--- src/hw/rtl/vrp_pkg.sv ---
// vrp_pkg: shared widths, codes and request/response types of the video register port
// used by vrp_cfg, vrp_vmem and the top level; no dependencies
`default_nettype none

package vrp_pkg;

  // field widths
  localparam int unsigned ACT_W    = 3;
  localparam int unsigned REG_W    = 3;
  localparam int unsigned DATA_W   = 8;
  localparam int unsigned VADDR_W  = 14;
  localparam int unsigned TADDR_W  = 15;
  localparam int unsigned FX_W     = 3;
  localparam int unsigned MIRROR_W = 2;

  // memory sizes
  localparam int unsigned PATTERN_BYTES       = 8192;
  localparam int unsigned SPRITE_MEM_BYTES    = 256;
  localparam int unsigned PALETTE_BYTES       = 32;
  localparam int unsigned NAMETABLE_BYTES_DEF = 4096;
  localparam int unsigned SPR_AW              = $clog2(SPRITE_MEM_BYTES);

  // video address map
  localparam logic [VADDR_W-1:0] NT_BASE  = 14'h2000;
  localparam logic [VADDR_W-1:0] PAL_BASE = 14'h3F00;

  // item actions
  localparam logic [ACT_W-1:0] ACT_READ       = 3'd0;
  localparam logic [ACT_W-1:0] ACT_WRITE      = 3'd1;
  localparam logic [ACT_W-1:0] ACT_VBLANK     = 3'd2;
  localparam logic [ACT_W-1:0] ACT_PRERENDER  = 3'd3;
  localparam logic [ACT_W-1:0] ACT_SPRITE0    = 3'd4;
  localparam logic [ACT_W-1:0] ACT_SOFT_RESET = 3'd5;

  // cpu-visible registers
  localparam logic [REG_W-1:0] REG_CTRL     = 3'd0;
  localparam logic [REG_W-1:0] REG_MASK     = 3'd1;
  localparam logic [REG_W-1:0] REG_STATUS   = 3'd2;
  localparam logic [REG_W-1:0] REG_OAM_ADDR = 3'd3;
  localparam logic [REG_W-1:0] REG_OAM_DATA = 3'd4;
  localparam logic [REG_W-1:0] REG_SCROLL   = 3'd5;
  localparam logic [REG_W-1:0] REG_ADDR     = 3'd6;
  localparam logic [REG_W-1:0] REG_DATA     = 3'd7;

  // nametable mirroring
  localparam logic [MIRROR_W-1:0] MIRROR_VERT = 2'd0;
  localparam logic [MIRROR_W-1:0] MIRROR_HORZ = 2'd1;
  localparam logic [MIRROR_W-1:0] MIRROR_FOUR = 2'd2;
  localparam logic [MIRROR_W-1:0] MIRROR_ALT  = 2'd3;

  // configuration port
  localparam int unsigned CFG_ADDR_W    = 3;
  localparam int unsigned CFG_DATA_W    = 32;
  localparam logic        CFG_IDX_MIRROR = 1'b0;

  // memory access request from the register logic
  typedef struct packed {
    logic                vram_we;
    logic [VADDR_W-1:0]  vram_waddr;
    logic                spr_we;
    logic [SPR_AW-1:0]   spr_waddr;
    logic [DATA_W-1:0]   wdata;
    logic [VADDR_W-1:0]  vram_raddr;
    logic [SPR_AW-1:0]   spr_raddr;
  } mem_req_t;

  // registered read data and clear status back from the memories
  typedef struct packed {
    logic                busy;
    logic [DATA_W-1:0]   vram_rdata;
    logic [DATA_W-1:0]   spr_rdata;
  } mem_rsp_t;

endpackage

`default_nettype wire

--- src/hw/rtl/vrp_cfg.sv ---
// vrp_cfg: apb-style configuration register (nametable mirroring mode)
// depends on vrp_pkg
`default_nettype none

module vrp_cfg (
  input  wire logic                          clk,
  input  wire logic                          rst_n,
  input  wire logic                          psel,
  input  wire logic                          penable,
  input  wire logic                          pwrite,
  input  wire logic [vrp_pkg::CFG_ADDR_W-1:0] paddr,
  input  wire logic [vrp_pkg::CFG_DATA_W-1:0] pwdata,
  output logic      [vrp_pkg::CFG_DATA_W-1:0] prdata,
  output logic                               pready,
  output logic      [vrp_pkg::MIRROR_W-1:0]   mirror_mode
);
  import vrp_pkg::*;

  logic                cfg_wr;
  logic                sel_mirror;
  logic [MIRROR_W-1:0] mirror_r;
  logic [MIRROR_W-1:0] mirror_nxt;

  // word select and write strobe
  assign sel_mirror = (paddr[2] == CFG_IDX_MIRROR);
  assign cfg_wr     = psel && penable && pwrite;
  assign pready     = 1'b1;

  // code three behaves as four-screen
  always_comb begin
    mirror_nxt = mirror_r;
    if (cfg_wr && sel_mirror) begin
      if (pwdata[MIRROR_W-1:0] == MIRROR_ALT) begin
        mirror_nxt = MIRROR_FOUR;
      end else begin
        mirror_nxt = pwdata[MIRROR_W-1:0];
      end
    end
  end

  always_ff @(posedge clk) begin
    if (!rst_n) begin
      mirror_r <= MIRROR_VERT;
    end else begin
      mirror_r <= mirror_nxt;
    end
  end

  // read back
  assign prdata      = sel_mirror ? {{(CFG_DATA_W-MIRROR_W){1'b0}}, mirror_r} : '0;
  assign mirror_mode = mirror_r;

endmodule

`default_nettype wire

--- config.mk ---
export PLATFORM = sky130hd
export DESIGN_NAME = vrp_cfg
export DESIGN_NICKNAME = d
export VERILOG_FILES = /design/src/hw/rtl/vrp_pkg.sv /design/src/hw/rtl/vrp_cfg.sv
export SDC_FILE = /design/constraint.sdc
export NUM_CORES = 1
export LEC_CHECK = 0
export BUFFER_PORTS_ARGS = -buffer_cell sky130_fd_sc_hd__buf_4
export CORE_MARGIN = 3
export CORE_UTILIZATION = 25
export CTS_CLUSTER_SIZE = 28
export DETAILED_ROUTE_END_ITERATION = 16
export PLACE_DENSITY = 0.84
export SETUP_SLACK_MARGIN = 0.5
export SLEW_MARGIN = 20
export SYNTH_ARGS = -nofsm -noshare
export SYNTH_HDL_FRONTEND = slang
export SYNTH_SLANG_ARGS = --single-unit
--- constraint.sdc ---
create_clock -name clk -period 1.3 [get_ports clk]
set_input_delay 0.065 -clock clk [delete_from_list [all_inputs] [get_ports clk]]
set_output_delay 0.065 -clock clk [all_outputs]
set_load 0.005 [all_outputs]
==> flow_summary.toml, run 1 <==
[run_status]
status = "finished, final reports clean"

[routing]
wirelength_um = 596
first_iter_violations = 0
via_count = 226
drc = 0
vias_per_cell = 3.14
first_pass_iters = 1
antenna_left = 0
post_drt_wl_per_cell_um = 8.28

[worst_setup_path]
startpoint_type = "register"
cp_top_family = "flip-flops"
cp_data_required_time_ps = 1240
cp_max_fo = 2
cp_num_buf_inv = 1
worstSetupPathType = "reg2out"
crit_slowest_cell = "dfxtp_2"
cpPeakStageDelay_ps = 300
arrival_ps = 830
setup.worst_path.end_class = "output port"
crit_chain = "and2b_2 -> buf_6"

[synth]
synthSimpleGateAreaFrac_pct = 14.3
async_flop_share_pct = 0
ys.flop_type = "dfxtp_1"
synth-seq-cells = 2
synth_fa_ha_area_share_pct = 0
synth_top_cell_by_area = "buf_4"
ys_seq_area_share_pct = 11.4
synth-xor-area-share_pct = 0
synth-compound-area-share_pct = 0
synth_top_area_share_pct = 66.4
synth_edf_count = 0
synth.most_common_cell = "buf_4"
synthTopCellsByCount = "buf_4 (31), nand2_1 (3)"
synth_warnings = 0
synth_cell_type_count = 8
syn-instance-count = 44
synth.area.mux_share_pct = 5.71
synth_area_leaders = "buf_4 (66%), dfxtp_1 (11%), mux2i_1 (5.7%)"
synth_area_per_cell_um2 = 7.96
synth_top_family_by_area = "buffers and inverters"
synth_area_um2 = 350

[clocking]
cts_buffers = 3
clk_transition_reported_paths_ps = 30
clk_latency_ps = 220
cts-root-buf = "clkbuf_4"
cts_tree = "yes"
clock-sinks = 2
clock_path_buffers = 2
holdBufCountCts = 0
cts-htree-levels = 1

[power]
swShare_pct = 26.6
clkPwrFrac_pct = 54.5
powerDensity_mw_per_mm2 = 679
p_sw_mw = 0.0676
internal_power_mw = 0.186
seq_power_share_pct = 25.0
leakagePower_nw = 0.225
combPwrFrac_pct = 20.4
irDropWorstVdd_v = 0.000127

[cells_and_area]
drive_gt1_share_pct = 36.2
largest_reg_flops = 2
area_growth_pct = 6.79
diodes = 0
fillers = 140
final_core_util_pct = 31.1
fin_nets = 100
final_area_um2 = 374
multi_input_area_um2 = 186
seq_area_um2 = 42.5

[global_route]
grt_use_total_pct = 5.87
grt_pass1_wl_um = 710
grt_max_degree = 5
grt_pass1_vias = 198
grt_overflow = 0
antenna_found_initial = 0

[timing]
fin_crit_sh_pct = 68.6
fmax_mhz = 1120
rsz0062_at_grt = "true"
final-max-slew-violation-count = 0
hold_viol_final = 0
finalSetupViolations = 0
fin_crit_ps = 892
setup-tns-final_ps = 0
fin_skew_ps = 0

[floorplanning]
die_y_um = 43.4
floorplan.initialDensity_pct = 29.2
dieWidth_um = 43.4
core_mm2 = 0.00120
ios = 75
dieArea_mm2 = 0.00189
num_rows = 12

[place]
portBuffers = 11
placed_cell_area_um2 = 327
place_congestion = 0.554
dpl.hpwl_um = 497

[worst_hold_path]
hold_class = "in2reg"

[flow_run]
drv_cap = 0
## kinds of logic (layout without fill, tap and decap cells)
group         count (synthesis)  count (layout)
buf+inv                      31              16
simple gates                  7               7
other cells                   2              31
mux                           2               2
flops                         2               2
## worst paths after layout
check / from / to / slack, ps / depth (start not counted)
worst max-delay path: mirror_mode[1]$_SDFFE_PN0P_ / prdata[1] / 410 / 2
worst min-delay path: pwdata[1] / mirror_mode[1]$_SDFFE_PN0P_ / 100 / 3
worst max register to register: mirror_mode[0]$_SDFFE_PN0P_ / mirror_mode[0]$_SDFFE_PN0P_ / 640 / 3
worst min register to register: mirror_mode[1]$_SDFFE_PN0P_ / mirror_mode[1]$_SDFFE_PN0P_ / 580 / 3
## tightest hold or removal path, stage by stage
cell	delay, ps
buf_4	110
nand2_1	50
mux2i_1	60
## what timing repair did
item	in CTS	in global routing
setup endpoints to repair	2	4
resized for setup	4	0
setup buffers	2	0
pin swaps	0	0
## per-layer routing
layer	vias to the layer above	global-route usage [%]	wire length [um]
met5	-	0	0
met1	99	2.67	110
li1	101	-	-
met3	2	4.15	104
met2	24	10.9	364
met4	0	7.23	17
## cells in the final DEF, fill, tap and decap left out
cell and count:
dfxtp_2 2, conb_1 31, buf_6 2, clkbuf_4 3, nand3b_1 1, nand2_1 3, buf_4 11, mux2i_1 2
and2b_2 2, and4b_4 1
## power by group through the flow
stage          combinational, mW  sequential [mW]  clock, mW
6_report                  0.0519           0.0636      0.139
5_1_grt                   0.0590           0.0637      0.144
4_1_cts                   0.0494           0.0636      0.147
3_5_place_dp              0.0470           0.0646          0
3_3_place_gp              0.0459           0.0645          0
2_1_floorplan             0.0936           0.0645          0
## stage by stage
step           std cells  hold WS, ps  power, mW  setup slack [ps]
6_report              72          103      0.254               408
2_1_floorplan         73          207      0.158               695
3_3_place_gp          67          339      0.110               557
4_1_cts               72         96.2      0.260               398
3_5_place_dp          67          344      0.112               546
5_1_grt               72          114      0.267               391
## layout make-up
type	instances	area share, %
Clock buffer	3	6.02
Multi-Input combinational cell	40	49.8
Sequential cell	2	11.4
Tap cell	14	4.68
Timing Repair Buffer	13	28.1
Power figures use the tool's default switching activity.
==> run 2: changes to the inputs <==
--- a/config.mk
+++ b/config.mk
@@ -5,12 +5,13 @@
 export SDC_FILE = /design/constraint.sdc
 export NUM_CORES = 1
 export LEC_CHECK = 0
+export ABC_AREA = 1
 export BUFFER_PORTS_ARGS = -buffer_cell sky130_fd_sc_hd__buf_4
 export CORE_MARGIN = 3
-export CORE_UTILIZATION = 25
+export CORE_UTILIZATION = 21
 export CTS_CLUSTER_SIZE = 28
 export DETAILED_ROUTE_END_ITERATION = 16
-export PLACE_DENSITY = 0.84
+export PLACE_DENSITY = 0.74
 export SETUP_SLACK_MARGIN = 0.5
 export SLEW_MARGIN = 20
 export SYNTH_ARGS = -nofsm -noshare
==> constraint.sdc (replaced) <==
create_clock -name clk -period 0.8 [get_ports clk]
set_input_delay 0.04 -clock clk [delete_from_list [all_inputs] [get_ports clk]]
set_output_delay 0.04 -clock clk [all_outputs]
set_load 0.005 [all_outputs]
==> flow_summary.toml, run 2 <==
[timing]
layout_setup_ws_ps = -26.2
fin_skew_ps = 0
fin_crit_sh_pct = 103
final-max-slew-violation-count = 0
fmax_mhz = 1210
hold_viol_final = 0
finalSetupViolations = 3
fin_crit_ps = 826
rsz0062_at_grt = "true"
setup-tns-final_ps = -52.6

[worst_hold_path]
hold_class = "in2reg"

[global_route]
grt_pass1_vias = 208
antenna_found_initial = 0
grt_pass1_wl_um = 738
grt_use_total_pct = 4.76
grt_overflow = 0
grt_max_degree = 5

[floorplanning]
core_mm2 = 0.00158
num_rows = 14
die_y_um = 47.8
dieWidth_um = 47.8
dieArea_mm2 = 0.00228
floorplan.initialDensity_pct = 23.3
ios = 75

[synth]
synth_area_per_cell_um2 = 6.55
synthTopCellsByCount = "buf_4 (31), nor2_1 (7), inv_1 (6), nand2_1 (4)"
syn-instance-count = 56
synth_top_cell_by_area = "buf_4"
synth-seq-cells = 2
synth_top_area_share_pct = 63.5
synth_cell_type_count = 9
ys_seq_area_share_pct = 10.9
synth_area_leaders = "buf_4 (63%), dfxtp_1 (11%), nor2_1 (7.2%)"
synth.most_common_cell = "buf_4"
synth_edf_count = 0
synth_warnings = 0
synth_area_um2 = 367
ys.flop_type = "dfxtp_1"
async_flop_share_pct = 0

[run_status]
status = "finished, violations left"
violations = "setup timing"

[worst_setup_path]
worstSetupPathType = "reg2out"
cp_data_required_time_ps = 760
setup.worst_path.end_class = "output port"
cp_max_fo = 2
arrival_ps = 790
startpoint_type = "register"

[routing]
vias_per_cell = 2.98
drc = 0
antenna_left = 0
wirelength_um = 565
first_pass_iters = 4
post_drt_wl_per_cell_um = 6.57
first_iter_violations = 2
via_count = 256

[cells_and_area]
final_core_util_pct = 25.4
fillers = 180
drive_gt1_share_pct = 34.3
final_common_cell = "conb_1"
diodes = 0
fin_nets = 112
largest_reg_flops = 2
area_growth_pct = 9.21
final_cell_mix = "conb_1 (31), buf_4 (11), inv_1 (5)"
final_area_um2 = 400

[power]
powerDensity_mw_per_mm2 = 1100
leakagePower_nw = 0.254
irDropWorstVdd_v = 0.000425
fin_total_pwr_mw = 0.442

[clocking]
clk_transition_reported_paths_ps = 30
clock_path_buffers = 2
clk_latency_ps = 230
cts_tree = "yes"
clock-sinks = 2
cts-root-buf = "clkbuf_4"
cts-htree-levels = 1
cts_buffers = 3

[place]
placed_cell_area_um2 = 348
place_congestion = 0.669
portBuffers = 11
dpl.hpwl_um = 476
dp_slack_ps = 195

[flow_run]
drv_cap = 0
run 2: per-stage QoR:
step	hold slack (ps)	std cells
after floorplan	111	85
after detailed placement	289	81
final	54.5	86
after global routing	60.3	86
after CTS	48.6	85
after global placement	286	81
run 2: final cells by class:
class                           count  area (um^2)  area share [%]
Clock buffer                        3         22.5            5.62
Inverter                            6         22.5            5.62
Multi-Input combinational cell     46          188            46.9
Sequential cell                     2         42.5            10.6
Tap cell                           16         20.0            5.00
Timing Repair Buffer               13          105            26.3
run 2: kinds of logic (layout without fill, tap and decap cells):
kind of cell	count (synthesis)	after routing	synth area share [%]
buffers and inverters	37	22	69.6
DFF	2	2	10.9
other	2	31	2.05
and+or+nand+nor	15	15	17.4
run 2: critical path, stage by stage, from the launching register on:
cell	delay (ps)
dfxtp_2	310
buf_4	130
buf_4	130
run 2: final timing paths:
check,start,endpoint,slack (ps),cells after the start
max,mirror_mode[1]$_SDFFE_PN0P_,mirror_mode[1],-30,2
min,rst_n,mirror_mode[0]$_SDFFE_PN0P_,50,3
max reg2reg,mirror_mode[1]$_SDFFE_PN0P_,mirror_mode[1]$_SDFFE_PN0P_,150,3
min reg2reg,mirror_mode[1]$_SDFFE_PN0P_,mirror_mode[1]$_SDFFE_PN0P_,550,3
run 2: timing repair:
action                     4_1_cts  5_1_grt
gates resized for setup          0        6
pin swaps                        1        2
hold endpoints to repair         0        0
setup buffers                    1        1
setup endpoints to repair        6        6
hold buffers                     0        0
run 2: report_power, final:
group          total [mW]  leakage [nW]  switching [mW]  internal, mW
Clock               0.226        0.0138          0.0606         0.166
Combinational       0.108         0.223          0.0641        0.0443
Sequential          0.107        0.0172         0.00227         0.105
Total               0.442         0.254           0.127         0.315
run 2: metal layers:
| layer | track usage (%) | part of all wire (%) | vias to the layer above | wire length, um |
|---|---|---|---|---|
| met5 | 0 | 0 | - | 0 |
| met4 | 4.84 | 0 | 0 | 0 |
| met3 | 1.50 | 18 | 0 | 101 |
| met2 | 8.71 | 53 | 25 | 298 |
| met1 | 3.75 | 29 | 102 | 164 |
| li1 | - | - | 129 | - |
==> run 3: changes to the inputs <==
--- a/config.mk
+++ b/config.mk
@@ -5,13 +5,11 @@
 export SDC_FILE = /design/constraint.sdc
 export NUM_CORES = 1
 export LEC_CHECK = 0
-export ABC_AREA = 1
 export BUFFER_PORTS_ARGS = -buffer_cell sky130_fd_sc_hd__buf_4
-export CORE_MARGIN = 3
 export CORE_UTILIZATION = 21
 export CTS_CLUSTER_SIZE = 28
 export DETAILED_ROUTE_END_ITERATION = 16
-export PLACE_DENSITY = 0.74
+export PLACE_DENSITY = 0.75
 export SETUP_SLACK_MARGIN = 0.5
 export SLEW_MARGIN = 20
 export SYNTH_ARGS = -nofsm -noshare
==> flow_summary.toml, run 3 (synthesized netlist as in run 1, its figures left out) <==
[cells_and_area]
final_cell_mix = "conb_1 (31), buf_4 (11), nand2_1 (3), clkbuf_4 (3)"
area_growth_pct = 7.50
fillers = 186
diodes = 0
drive_gt1_share_pct = 36.2
largest_reg_flops = 2
final_common_cell = "conb_1"
fin_nets = 100
final_core_util_pct = 24.7

[power]
leakagePower_nw = 0.225
powerDensity_mw_per_mm2 = 1070
irDropWorstVdd_v = 0.000554

[timing]
fin_crit_sh_pct = 109
rsz0062_at_grt = "true"
final-max-slew-violation-count = 0
layout_setup_ws_ps = -70.6
fmax_mhz = 1150
hold-worst-slack_ps = 84.8
finalSetupViolations = 4
fin_skew_ps = 0
hold_viol_final = 0
fin_crit_ps = 871

[routing]
via_count = 223
drc = 0
first_pass_iters = 2
post_drt_wl_per_cell_um = 7.45
wirelength_um = 551
vias_per_cell = 3.01
first_iter_violations = 1
antenna_left = 0

[clocking]
cts-htree-levels = 1
holdBufCountCts = 0
clk_latency_ps = 220
clock_path_buffers = 2
cts_buffers = 3
clk_transition_reported_paths_ps = 30
clock-sinks = 2
cts-root-buf = "clkbuf_4"
cts_tree = "yes"

[worst_setup_path]
rr_startpoint = "mirror_mode[1]$_SDFFE_PN0P_"
cp_data_required_time_ps = 760
arrival_ps = 830
worstSetupPathType = "reg2out"
crit_path_start = "mirror_mode[1]$_SDFFE_PN0P_"
r2r_slack_ps = 120
startpoint_type = "register"
ff2ff_path_depth = 3
endpoint = "prdata[1]"
cp_max_fo = 2
setup.worst_path.end_class = "output port"
r2r-end = "mirror_mode[1]$_SDFFE_PN0P_"

[floorplanning]
floorplan.initialDensity_pct = 23.0
num_rows = 14
ios = 75
die_y_um = 42.8
dieWidth_um = 42.8
dieArea_mm2 = 0.00184
core_mm2 = 0.00152

[global_route]
grt_pass1_vias = 187
antenna_found_initial = 0
grt_pass1_wl_um = 745
grt_use_total_pct = 6.18
grt_max_degree = 5
grt_overflow = 0

[place]
portBuffers = 11
place_congestion = 0.547

[run_status]
violations = "setup timing"
status = "finished, violations left"

[worst_hold_path]
hold_path_depth = 3
hold_class = "in2reg"

[flow_run]
drv_cap = 0
==> run 3: power breakdown <==
| group | leakage, nW | internal (mW) | switching [mW] |
|---|---|---|---|
| Sequential | 0.0172 | 0.103 | 0.00107 |
| Combinational | 0.194 | 0.0349 | 0.0478 |
| Clock | 0.0138 | 0.165 | 0.0531 |
==> run 3: worst max-delay path, cell delays in order (launching register included) <==
cell     delay [ps]
dfxtp_2         310
and2b_2         190
buf_6           110
==> run 3: metrics by stage <==
stage               area, um^2  cells  setup slack (ps)  setup TNS [ps]  power (mW)
floorplan                  459     73               220               0       0.257
global placement           329     69              78.9               0       0.180
detailed placement         329     69              40.1               0       0.182
CTS                        377     74             -86.4            -257       0.423
global route               377     74             -92.9            -283       0.431
finish                     377     74             -70.6            -199       0.404
==> run 3: layout make-up <==
cell class	instances	area, um^2	share of cell area, %
flip-flops and latches	2	42.5	11.3
clock buffers	3	22.5	5.98
well taps	16	20.0	5.32
repair buffers	13	105	27.9
multi-input cells	40	186	49.5
==> run 3: repair_timing <==
action	CTS	global route
gates cloned	0	0
gates resized for setup	4	0
endpoints found under the hold margin	0	0
setup endpoints to repair	6	6
buffers inserted	2	0
==> run 3: how the worst min path moves through the flow <==
| stage | startpoint | endpoint | slack (ps) |
|---|---|---|---|
| after floorplan | pwdata[1] | mirror_mode[1]$_SDFFE_PN0P_ | 180 |
| after global placement | pwdata[1] | mirror_mode[1]$_SDFFE_PN0P_ | 310 |
| after detailed placement | pwdata[1] | mirror_mode[1]$_SDFFE_PN0P_ | 330 |
| after CTS | rst_n | mirror_mode[0]$_SDFFE_PN0P_ | 80 |
| after global routing | pwdata[1] | mirror_mode[1]$_SDFFE_PN0P_ | 110 |
| final | pwdata[1] | mirror_mode[1]$_SDFFE_PN0P_ | 80 |
==> run 3: per-layer routing <==
metal	part of all wire (%)	up-vias	routed length [um]	track usage [%]
li1	-	102	-	-
met1	32	96	176	5.60
met2	51	25	281	9.39
met3	17	0	93	2.55
met4	0	0	0	7.50
met5	0	-	0	0
